[config.mk]
export PLATFORM = sky130hd
export DESIGN_NAME = list_deque_delete_first_match
export DESIGN_NICKNAME = d
export VERILOG_FILES = /design/src/rtl/lddf_pkg.sv /design/src/rtl/list_deque_delete_first_match.sv /design/src/rtl/lddf_mem.sv /design/src/rtl/lddf_seq.sv
export SDC_FILE = /design/constraint.sdc
export NUM_CORES = 2
export LEC_CHECK = 0
export ABC_CLOCK_PERIOD_IN_PS = 8050
export BUFFER_PORTS_ARGS = -buffer_cell sky130_fd_sc_hd__buf_2
export CORE_MARGIN = 4
export CORE_UTILIZATION = 55
export DETAILED_ROUTE_END_ITERATION = 7
export HOLD_SLACK_MARGIN = 0.08
export PLACE_DENSITY_LB_ADDON = 0.1
export SLEW_MARGIN = 20
export SYNTH_ARGS = -nofsm -noshare
export SYNTH_HDL_FRONTEND = slang
export SYNTH_SLANG_ARGS = --single-unit
[constraint.sdc]
create_clock -name aclk -period 8.05 [get_ports aclk]
set_clock_uncertainty 0.15 [all_clocks]
set_input_delay 0.4025 -clock aclk [delete_from_list [all_inputs] [get_ports aclk]]
set_output_delay 0.4025 -clock aclk [all_outputs]
set_load 0.05 [all_outputs]
[src/rtl/lddf_pkg.sv]
// Shared types and codes for the list deque engine.
// Used by lddf_seq, list_deque_delete_first_match and the testbench; no dependencies.
package lddf_pkg;

    localparam int unsigned VALUE_W  = 32;
    localparam int unsigned KIND_W   = 3;
    localparam int unsigned COUNT_W  = 6;
    localparam int unsigned STATUS_W = 2;
    // status, element_value, element_count packed from bit 0 up
    localparam int unsigned M_DATA_W = STATUS_W + VALUE_W + COUNT_W;

    typedef enum logic [KIND_W-1:0] {
        K_PUSH_FRONT = 3'd0,
        K_PUSH_BACK  = 3'd1,
        K_POP_FRONT  = 3'd2,
        K_POP_BACK   = 3'd3,
        K_REMOVE     = 3'd4,
        K_READ_OUT   = 3'd5
    } kind_t;

    typedef enum logic [STATUS_W-1:0] {
        ST_OK        = 2'd0,
        ST_EMPTY     = 2'd1,
        ST_NOT_FOUND = 2'd2,
        ST_FULL      = 2'd3
    } status_t;

    typedef struct packed {
        status_t              status;
        logic [VALUE_W-1:0]   value;
        logic [COUNT_W-1:0]   count;
        logic                 last;
    } res_t;

endpackage

[src/rtl/list_deque_delete_first_match.sv]
// Push/pop and unused kinds: the result is held in S_RESP, then in the output register.
// Remove: a read and a compare per element compared, a read and a write per element moved up.
// Read out: a read (S_RD_REQ) and an emit (S_RD_EMIT) per element, a stall holding the emit; both loops
// are paced by the store's registered read.
// One item at a time; s_tready is low until the item's last result has left the
// sequencer. A result register lets the next item start while the last one waits.
// Reset (aresetn low, synchronous): list empty, no result pending; store not cleared.
module list_deque_delete_first_match #(
    parameter int unsigned MAX_ELEMENTS = 32
) (
    input  logic                             aclk,
    input  logic                             aresetn,
    input  logic                             s_tvalid,
    output logic                             s_tready,
    input  logic [31:0]                      s_tdata,  // value_in
    input  logic [7:0]                       s_tuser,  // kind, zero fill
    output logic                             m_tvalid,
    input  logic                             m_tready,
    output logic [lddf_pkg::M_DATA_W-1:0]    m_tdata,  // status, element_value, element_count
    output logic                             m_tlast
);
    import lddf_pkg::*;

    localparam int unsigned AW = (MAX_ELEMENTS > 1) ? $clog2(MAX_ELEMENTS) : 1;
    localparam int unsigned CW = $clog2(MAX_ELEMENTS + 1);

    logic                 res_valid, res_ready;
    res_t                 res;
    logic                 mem_we, mem_re;
    logic [AW-1:0]        mem_waddr, mem_raddr;
    logic [VALUE_W-1:0]   mem_wdata, mem_rdata;

    logic                 m_tvalid_reg, m_tvalid_next;
    logic [M_DATA_W-1:0]  m_tdata_reg, m_tdata_next;
    logic                 m_tlast_reg, m_tlast_next;

    lddf_seq #(
        .MAX_ELEMENTS (MAX_ELEMENTS),
        .AW           (AW),
        .CW           (CW)
    ) u_seq (
        .aclk      (aclk),
        .aresetn   (aresetn),
        .in_valid  (s_tvalid),
        .in_ready  (s_tready),
        .in_kind   (kind_t'(s_tuser[KIND_W-1:0])),
        .in_value  (s_tdata),
        .res_valid (res_valid),
        .res_ready (res_ready),
        .res       (res),
        .mem_we    (mem_we),
        .mem_waddr (mem_waddr),
        .mem_wdata (mem_wdata),
        .mem_re    (mem_re),
        .mem_raddr (mem_raddr),
        .mem_rdata (mem_rdata)
    );

    lddf_mem #(
        .DEPTH (MAX_ELEMENTS),
        .AW    (AW),
        .DW    (VALUE_W)
    ) u_mem (
        .aclk  (aclk),
        .we    (mem_we),
        .waddr (mem_waddr),
        .wdata (mem_wdata),
        .re    (mem_re),
        .raddr (mem_raddr),
        .rdata (mem_rdata)
    );

    // output register: takes a new result whenever the slot is free or draining
    assign res_ready = !m_tvalid_reg || m_tready;

    always_comb begin
        m_tvalid_next = m_tvalid_reg;
        m_tdata_next  = m_tdata_reg;
        m_tlast_next  = m_tlast_reg;
        if (res_ready) begin
            m_tvalid_next = res_valid;
            if (res_valid) begin
                m_tdata_next = {res.count, res.value, res.status};
                m_tlast_next = res.last;
            end
        end
    end

    always_ff @(posedge aclk) begin
        if (!aresetn) begin
            m_tvalid_reg <= 1'b0;
        end else begin
            m_tvalid_reg <= m_tvalid_next;
        end
    end

    always_ff @(posedge aclk) begin
        m_tdata_reg <= m_tdata_next;
        m_tlast_reg <= m_tlast_next;
    end

    assign m_tvalid = m_tvalid_reg;
    assign m_tdata  = m_tdata_reg;
    assign m_tlast  = m_tlast_reg;

endmodule

[src/rtl/lddf_mem.sv]
// Element store: one write port, one read port with registered read data.
// No package dependency.
module lddf_mem #(
    parameter int unsigned DEPTH = 32,
    parameter int unsigned AW    = 5,
    parameter int unsigned DW    = 32
) (
    input  logic          aclk,
    input  logic          we,
    input  logic [AW-1:0] waddr,
    input  logic [DW-1:0] wdata,
    input  logic          re,
    input  logic [AW-1:0] raddr,
    output logic [DW-1:0] rdata
);

    logic [DW-1:0] mem_reg [DEPTH];
    logic [DW-1:0] rdata_reg;

    always_ff @(posedge aclk) begin
        if (we) begin
            mem_reg[waddr] <= wdata;
        end
    end

    always_ff @(posedge aclk) begin
        if (re) begin
            rdata_reg <= mem_reg[raddr];
        end
    end

    assign rdata = rdata_reg;

endmodule

[src/rtl/lddf_seq.sv]
// Sequencer of the list engine: circular-buffer pointers, count, the scan loop with its compare,
// the shift and read-out loops. Uses lddf_pkg; the store sits outside on the mem_* ports.
module lddf_seq #(
    parameter int unsigned MAX_ELEMENTS = 32,
    parameter int unsigned AW           = 5,
    parameter int unsigned CW           = 6
) (
    input  logic                            aclk,
    input  logic                            aresetn,
    input  logic                            in_valid,
    output logic                            in_ready,
    input  lddf_pkg::kind_t                 in_kind,
    input  logic [lddf_pkg::VALUE_W-1:0]    in_value,
    output logic                            res_valid,
    input  logic                            res_ready,
    output lddf_pkg::res_t                  res,
    output logic                            mem_we,
    output logic [AW-1:0]                   mem_waddr,
    output logic [lddf_pkg::VALUE_W-1:0]    mem_wdata,
    output logic                            mem_re,
    output logic [AW-1:0]                   mem_raddr,
    input  logic [lddf_pkg::VALUE_W-1:0]    mem_rdata
);
    import lddf_pkg::*;

    localparam logic [AW:0]   MaxP = (AW+1)'(MAX_ELEMENTS);
    localparam logic [CW-1:0] MaxC = CW'(MAX_ELEMENTS);
    localparam logic [AW-1:0] TopA = AW'(MAX_ELEMENTS - 1);

    typedef enum logic [7:0] {
        S_IDLE      = 8'b0000_0001,
        S_RESP      = 8'b0000_0010,
        S_SCAN_REQ  = 8'b0000_0100,
        S_SCAN_CMP  = 8'b0000_1000,
        S_SHIFT_REQ = 8'b0001_0000,
        S_SHIFT_WR  = 8'b0010_0000,
        S_RD_REQ    = 8'b0100_0000,
        S_RD_EMIT   = 8'b1000_0000
    } state_t;

    state_t              state_reg, state_next;
    logic [AW-1:0]       head_reg, head_next;
    logic [CW-1:0]       count_reg, count_next;
    logic [AW-1:0]       idx_reg, idx_next;
    logic [VALUE_W-1:0]  key_reg, key_next;
    status_t             status_reg, status_next;

    logic full, empty, idx_is_last, shift_done, hit;

    // logical position -> physical slot, ring of MAX_ELEMENTS entries
    function automatic logic [AW-1:0] phys(input logic [AW-1:0] h,
                                           input logic [AW-1:0] off);
        logic [AW:0] s;
        s = {1'b0, h} + {1'b0, off};
        if (s >= MaxP) begin
            s = s - MaxP;
        end
        return s[AW-1:0];
    endfunction

    assign full        = (count_reg == MaxC);
    assign empty       = (count_reg == '0);
    assign idx_is_last = (CW'(idx_reg) + CW'(1) == count_reg);
    assign shift_done  = (CW'(idx_reg) + CW'(2) == count_reg);
    assign hit         = (mem_rdata == key_reg);   // the scan compare

    assign in_ready  = (state_reg == S_IDLE);
    assign res_valid = (state_reg == S_RESP) || (state_reg == S_RD_EMIT);

    always_comb begin
        res.status = (state_reg == S_RD_EMIT) ? ST_OK : status_reg;
        res.value  = (state_reg == S_RD_EMIT) ? mem_rdata : '0;
        res.count  = COUNT_W'(count_reg);
        res.last   = (state_reg == S_RD_EMIT) ? idx_is_last : 1'b1;
    end

    always_comb begin
        state_next  = state_reg;
        head_next   = head_reg;
        count_next  = count_reg;
        idx_next    = idx_reg;
        key_next    = key_reg;
        status_next = status_reg;
        mem_we      = 1'b0;
        mem_waddr   = '0;
        mem_wdata   = mem_rdata;
        mem_re      = 1'b0;
        mem_raddr   = '0;

        unique case (state_reg)
            S_IDLE: begin
                if (in_valid) begin
                    key_next    = in_value;
                    idx_next    = '0;
                    status_next = ST_OK;
                    state_next  = S_RESP;
                    unique case (in_kind)
                        K_PUSH_FRONT: begin
                            if (full) begin
                                status_next = ST_FULL;
                            end else begin
                                head_next  = (head_reg == '0) ? TopA : head_reg - AW'(1);
                                mem_we     = 1'b1;
                                mem_waddr  = head_next;
                                mem_wdata  = in_value;
                                count_next = count_reg + CW'(1);
                            end
                        end
                        K_PUSH_BACK: begin
                            if (full) begin
                                status_next = ST_FULL;
                            end else begin
                                mem_we     = 1'b1;
                                mem_waddr  = phys(head_reg, count_reg[AW-1:0]);
                                mem_wdata  = in_value;
                                count_next = count_reg + CW'(1);
                            end
                        end
                        K_POP_FRONT: begin
                            if (empty) begin
                                status_next = ST_EMPTY;
                            end else begin
                                head_next  = phys(head_reg, AW'(1));
                                count_next = count_reg - CW'(1);
                            end
                        end
                        K_POP_BACK: begin
                            if (empty) begin
                                status_next = ST_EMPTY;
                            end else begin
                                count_next = count_reg - CW'(1);
                            end
                        end
                        K_REMOVE: begin
                            if (empty) begin
                                status_next = ST_EMPTY;
                            end else begin
                                state_next = S_SCAN_REQ;
                            end
                        end
                        K_READ_OUT: begin
                            if (empty) begin
                                status_next = ST_EMPTY;
                            end else begin
                                state_next = S_RD_REQ;
                            end
                        end
                        default: begin
                            // unused kinds: no change, plain ok transfer
                        end
                    endcase
                end
            end
            S_RESP: begin
                if (res_ready) begin
                    state_next = S_IDLE;
                end
            end
            S_SCAN_REQ: begin
                mem_re     = 1'b1;
                mem_raddr  = phys(head_reg, idx_reg);
                state_next = S_SCAN_CMP;
            end
            S_SCAN_CMP: begin
                if (hit) begin
                    if (idx_is_last) begin
                        count_next = count_reg - CW'(1);
                        state_next = S_RESP;
                    end else begin
                        state_next = S_SHIFT_REQ;
                    end
                end else if (idx_is_last) begin
                    status_next = ST_NOT_FOUND;
                    state_next  = S_RESP;
                end else begin
                    idx_next   = idx_reg + AW'(1);
                    state_next = S_SCAN_REQ;
                end
            end
            S_SHIFT_REQ: begin
                mem_re     = 1'b1;
                mem_raddr  = phys(head_reg, idx_reg + AW'(1));
                state_next = S_SHIFT_WR;
            end
            S_SHIFT_WR: begin
                // close the gap: entry idx takes the one behind it
                mem_we    = 1'b1;
                mem_waddr = phys(head_reg, idx_reg);
                mem_wdata = mem_rdata;
                if (shift_done) begin
                    count_next = count_reg - CW'(1);
                    state_next = S_RESP;
                end else begin
                    idx_next   = idx_reg + AW'(1);
                    state_next = S_SHIFT_REQ;
                end
            end
            S_RD_REQ: begin
                mem_re     = 1'b1;
                mem_raddr  = phys(head_reg, idx_reg);
                state_next = S_RD_EMIT;
            end
            S_RD_EMIT: begin
                if (res_ready) begin
                    if (idx_is_last) begin
                        state_next = S_IDLE;
                    end else begin
                        idx_next   = idx_reg + AW'(1);
                        state_next = S_RD_REQ;
                    end
                end
            end
            default: begin
                state_next = S_IDLE;
            end
        endcase
    end

    always_ff @(posedge aclk) begin
        if (!aresetn) begin
            state_reg  <= S_IDLE;
            head_reg   <= '0;
            count_reg  <= '0;
            idx_reg    <= '0;
            status_reg <= ST_OK;
        end else begin
            state_reg  <= state_next;
            head_reg   <= head_next;
            count_reg  <= count_next;
            idx_reg    <= idx_next;
            status_reg <= status_next;
        end
    end

    always_ff @(posedge aclk) begin
        key_reg <= key_next;
    end

    a_count_bound: assert property (@(posedge aclk) disable iff (!aresetn)
        count_reg <= MaxC)
        else $error("element count above capacity");

    a_full_status: assert property (@(posedge aclk) disable iff (!aresetn)
        res_valid && (res.status == ST_FULL) |-> full)
        else $error("full status with room left");

    a_empty_status: assert property (@(posedge aclk) disable iff (!aresetn)
        res_valid && (res.status == ST_EMPTY) |-> empty)
        else $error("empty status on a non-empty list");

    a_busy_no_accept: assert property (@(posedge aclk) disable iff (!aresetn)
        in_ready |-> !res_valid && !mem_re)
        else $error("accepting while an item is in progress");

endmodule

; Word level (Yosys, flattened, before mapping)
; Memories as Yosys holds them, arrays and structs flattened. A register that Yosys moved wholly into a read port is not among the register bits.
; Index checks and enable logic that the tools add are counted.
[word_totals]
ff_bits = 100
latchBits = 0
ram_bits = 1024
mem_bits_ro = 0
in_bits = 44
output_inout_bits = 43
word_cells = 140
memories = 1
[mem_list]
columns = name, depth, width, rd, rd_clocked_by_memory_dff, wr, line
row1 = u_mem.mem_reg, 32, 32, 1, 1, 1, lddf_mem.sv:17  ; logic [DW-1:0] mem_reg [DEPTH];
[op_classes]
n_addsub = 14
multipliers = 0
n_div = 0
magnitude_cmp = 4
n_eq_ne = 30
n_shift = 0
mux = 58
n_bitwise = 0
reduce_logical = 22
[op_table]
columns = cell, count
row1 = 32-bit two-way mux, 4
row2 = 5-bit two-way mux, 17
row3 = 8-bit one-hot mux with 8 select lines, 1
row4 = 5-bit one-hot mux with 2 select lines, 4
row5 = 6-bit two-way mux, 6
row6 = 32-bit == test, 1
row7 = 8-bit two-way mux, 4
row8 = "5-bit by 1-bit subtractor with 5-bit output, second input constant", 5
row9 = "6-bit greater-or-equal comparator, second input constant", 4
row10 = 5-bit one-hot mux with 4 select lines, 1
row11 = 5-bit by 5-bit adder with 6-bit output, 3
row12 = 6-bit one-hot mux with 3 select lines, 1
row13 = 8-bit one-hot mux with 2 select lines, 1
row14 = 7-bit two-way mux, 2
row15 = "2-bit != test, second input constant", 7
row16 = "5-bit by 1-bit adder with 6-bit output, second input constant", 2
row17 = 6-bit == test, 2
row18 = 6-bit one-hot mux with 2 select lines, 1
row19 = 5-bit AND reduction, 2
row20 = "3-bit != test, second input constant", 3
row21 = "8-bit by 1-bit == test with 1-bit output, second input constant", 1
row22 = "8-bit by 2-bit == test with 1-bit output, second input constant", 1
row23 = "8-bit by 3-bit == test with 1-bit output, second input constant", 1
row24 = "8-bit by 4-bit == test with 1-bit output, second input constant", 1
row25 = 33 further kinds, 53

; Longest topological paths before layout
[logic_depth]
word_depth = 7
depth_mapped = 13
ltp_nobuf = 11

; Hierarchy
; Synthesis repeated with hierarchy kept, for this count alone.
[unflattened]
hier_cells = 2798
hier_area_um2 = 46638.5
[modules_own_cells]
columns = mod, instances, cells_each, area_per_inst_um2
row1 = lddf_mem, 1, 2260, 40812.9
row2 = lddf_seq, 1, 492, 4536.9
row3 = list_deque_delete_first_match, 1, 46, 1288.7

; Least setup slack after synthesis
; No wires, ideal clock.
[synth_timing]
path_kind = flip-flop to flip-flop
from = register u_seq.state_reg[7]
to = memory u_mem.mem_reg[11][0] (enable)
setup_ns = 0.461
arrival_ns = 4.823
path_slack_ns = 2.617
path_stages_with_launch = 9
path_buffers = 1
synth_period_minus_slack_ns = 5.433
path_cell_list = dfxtp_1 > nor3_1 > nand2_1 > nor2_1 > nand4_1 > clkbuf_1 > o21ai_0 > nand2_1 > nor3_1
[synth_via]
elab_chain_cells = 4
elab_cells_between_ends = 6
cone_classes = eq/ne: 2 / mux: 4
[synth_lines]
columns = item, line
row1 = "start, declared", lddf_seq.sv:41  ; state_t state_reg, state_next;
row2 = "start signal, assigned", lddf_seq.sv:227  ; state_reg <= state_next;
row3 = 8-bit by 1-bit == test with 1-bit output (*), -
row4 = named net s_tready, list_deque_delete_first_match.sv:14  ; output logic s_tready,
row5 = 1-bit one-hot mux with 2 select lines, lddf_seq.sv:90  ; unique case (state_reg)
row6 = 1-bit two-way mux, lddf_mem.sv:21  ; if (we) begin
row7 = 1-bit two-way mux (not written as such), lddf_mem.sv:22  ; mem_reg[waddr] <= wdata;
row8 = "end, declared", lddf_mem.sv:17
; The timed path passes the listed nets; every way through them passes the cells marked *.

; Worst setup path in the final report
[layout_timing]
from = register u_seq.head_reg[0]
to = register u_mem.rdata_reg[13] (netlist: u_mem.rdata[13]), read port of u_mem.mem_reg (data pin)
[layout_via]
elab_chain_cells = 4
elab_cells_between_ends = 9
cone_classes = add/sub: 4 / order compare: 2 / mux: 3
[layout_lines]
columns = item, line
row1 = "start, declared", lddf_seq.sv:42  ; logic [AW-1:0] head_reg, head_next;
row2 = "start signal, assigned", lddf_seq.sv:228  ; head_reg <= head_next;
row3 = 5-bit by 5-bit adder with 6-bit output, lddf_seq.sv:54  ; s = {1'b0, h} + {1'b0, off};
row4 = 5-bit by 1-bit subtractor with 5-bit output / 6-bit greater-or-equal comparator (equally long branches), "lddf_seq.sv:56, lddf_seq.sv:55"
row5 = 5-bit two-way mux, lddf_seq.sv:55  ; if (s >= MaxP) begin
row6 = 5-bit one-hot mux with 2 select lines (*), lddf_seq.sv:90
row7 = "end, declared", lddf_mem.sv:18  ; logic [DW-1:0] rdata_reg;
; Every way passes the cells marked *; elsewhere a longest branch is shown, timed or not.
; A chain may end at the register's enable or synchronous reset.

==> summary.md <==
| Metric | Value |
|---|---|
| Starting density of the core | `55.6%` |
| Nets | `3,278` |
| Initial antenna violation count | `0` |
| RSZ-0062 raised after global routing | `no` |
| Max-Cap Viols | `0` |
| Vias per cell | `6.34` |
| Per-cell routed wire length | `between 20 and 30 um` |
| CORE AREA | `approximately 84,000 um^2` |
| I/O Buffers | `just over 80` |
| Final period utilization | `65.0%` |
| Synth area leaders | `edfxtp_1 (73%), nand2_1 (4.5%), mux4_2 (3.1%)` |
| Yosys reg bits | `approximately 1.2k` |
| Full die area | `89,400 um^2` |
| Max-slew violations | `0` |
| Global route overflow | `0` |
| GRT busiest layer | `met2` |
| Syn Nets | `3,181` |
| Crit path max fanout | `135` |
| ANT cells | `0` |
| WP data arrival | `5.44 ns` |
| First-pass GRT wire length | `between 150,000 and 200,000 um` |
| H-tree Lvls | `3` |
| CP cell instances | `ha_1 -> fa_1 -> nand4b_1 -> buf_12 -> and2_4 -> buf_4 -> nand2_1 -> a31oi_1 -> o22ai_1 -> nor4_1` |
| Routed Antenna Nets | `0` |
| Yosys cell types | `68` |
| Drc violations | `0` |
| Routed wire length | `118,000 um` |
| # rows | `106` |
| Family with the most delay on the worst path | `simple AND/OR/NAND/NOR gates` |
| Vias post-DR | `28.2k` |
| Vias in the first global route | `between 20k and 30k` |
| Slew headroom | `26.1%` |
| Max Root-Sink Buffers | `3` |
| Routability Congestion | `0.876` |
| Avg Cell Area, Syn | `15.0 um^2` |
| Clock sinks | `1,156` |
| Cell area after synthesis | `46,600 um^2` |
| Area Overhead vs Synth | `12.9%` |
| Setup Viol. Count Final | `0` |
| DRT Pass-1 Iters | `5` |
| Warnings from Yosys | `0` |
| # resized after CTS | `0` |
| Max Clk Rate | `about 190 MHz` |
| Initial DRC Count | `3,125` |
| Top cell type's share of synthesized area | `72.8%` |
| Final TNS setup | `0 ns` |
| Status | `finished, final reports clean` |
| PwrDens | `237 nW/um^2` |
| Crit path buf inv count | `2` |
| M2 GR Usage | `41.8%` |
| Worst EP required | `8.26 ns` |
| Post-synth EDFFs | `1,129` |
| Worst vdd ir | `0.000186 V` |
| Die X-Extent | `around 300 um` |
| Slowest cell delay on critical path | `0.77 ns` |
| Vert. Die Dim | `299 um` |
| DP HPWL | `a little under 70,000 um` |
| GR Util met3 | `under 10%` |
| WS Path Type | `reg -> reg` |
| I/O pins | `87` |
| Final Hold Viols | `0` |
| Largest net degree at the start of global routing | `136` |
| Met1 GRT Util | `37.3%` |
| Crit path capture type | `register` |
| CTS tree | `yes` |
| Pleak | `0.0172 uW` |
| CTS Buf Count | `115` |
| Tmin final | `around 5.2 ns` |
| Max FFs per register | `approximately 1k` |
| Worst skew pair latency | `0.69 ns` |
| GR Util All Layers | `25.9%` |
| Async set-reset flop share out of synthesis | `0%` |
| Root Buffer | `clkbuf_16` |
| Hold crit path type | `in -> reg` |
| Share of cells above drive strength 1 | `14.4%` |
| Area leader, netlist | `edfxtp_1` |
| Critical Path Slowest Stage Cell | `and2_4` |
| Util after Layout | `62.8%` |
| Mapped Cells | `3,116` |
| Most used flip-flop cell after synthesis | `edfxtp_1` |
| Worst Setup Start Kind | `register` |
| Tightest Pin Transition | `roughly 1.1 ns` |
| Register area share after synthesis | `73.9%` |
| Clock Pin Slew Worst Setup and Hold Paths | `approximately 0.060 ns` |
==> metal layers <==
metal / up-vias / share of wire (%)
li1: 12344 / -
met1: 14343 / 41
met2: 1307 / 48
met3: 172 / 8.8
met4: 0 / 2.1
met5: - / 0
==> per-stage QoR <==
step                setup WS, ns  std cells  hold slack [ns]  total power (uW)  area, um^2
floorplan                   2.62       3116            0.256              7140       46600
global placement            3.02       4191            0.315              7300       48400
detailed placement          2.95       4191            0.314              7320       48400
CTS                         2.94       4445            0.136             12600       52500
global route                2.52       4446            0.194             12900       52600
finish                      2.82       4446            0.173             12500       52600
==> path summary, 6_finish.rpt <==
| kind | end | slack (ns) | from | cells after the start |
|---|---|---|---|---|
| setup / recovery | u_mem.rdata[13]$_DFFE_PP_ | 2.82 | u_seq.head_reg[0]$_SDFFE_PN0P_ | 10 |
| hold reg to reg | u_seq.status_reg[0]$_SDFFE_PN0P_ | 0.32 | u_seq.status_reg[0]$_SDFFE_PN0P_ | 2 |
| setup reg to reg | u_mem.rdata[13]$_DFFE_PP_ | 2.82 | u_seq.head_reg[0]$_SDFFE_PN0P_ | 10 |
| hold / removal | u_seq.status_reg[0]$_SDFFE_PN0P_ | 0.17 | s_tvalid | 3 |
==> synth_stat cells, drive strengths merged (12+ instances only) <==
cell type and instances:
ha 18, nor3 44, edfxtp 1129, mux4 64, o22ai 36, clkbuf 142, xnor2 17, inv 12
a21oi 49, nor4 46, a211oi 136, nand3 123, and3 138, buf 70, a31oi 104, nor2 43
o2111ai 31, dfxtp 27, o211ai 23, xor2 44, a32oi 35, nand2 561, and2 38, or4 23
mux2i 48
==> logic make-up (layout without fill, tap and decap cells) <==
family,Yosys count,after routing,synth area share [%]
flops,1156,1156,73.9
simple gates,1062,1062,10.8
compound gates,477,477,7.32
buf+inv,224,420,1.98
mux,115,115,4.22
xor+xnor,61,61,1.15
fa+ha+maj,21,21,0.612
==> final cells by class <==
type	count	area, um^2
clock buffer	138	3100
clock inverter	78	663
fill	6041	31200
inverter	12	45.0
multi-input combinational	1736	11500
sequential	1156	34400
tap	1134	1420
timing repair buffer	192	1410
==> cell usage in the layout (no fill, tap or decap), types with 27 or more instances in the layout <==
master            n
edfxtp_1       1129
nand2_1         537
and3_1          138
a211oi_1        136
nand3_1         123
clkbuf_16       119
a31oi_1         104
buf_2            81
buf_4            67
mux4_2           64
a21oi_1          49
mux2i_1          46
nor4_1           45
xor2_1           44
dlygate4sd3_1    38
nor2_1           37
o22ai_1          36
and2_1           36
a32oi_1          35
nor3_2           32
clkinv_1         32
o2111ai_1        31
clkinv_2         30
dfxtp_1          27
==> tightest hold or removal path, cell delays in order <==
cell and delay, ns:
buf_2 0.13, nand4_1 0.27, o22ai_1 0.14
==> timing repair <==
item                                    in CTS  in global routing
hold buffers                                38                  0
endpoints found under the setup margin       0                  0
buffers inserted                             0                  0
hold endpoints to repair                    49                  0
==> power by group <==
group | total, uW | internal [uW] | switching, uW
registers | 6740 | 6700 | 36.4
clock network | 5280 | 3060 | 2220
logic | 474 | 118 | 355
total | 12500 | 9880 | 2610
Power figures use the tool's default switching activity.
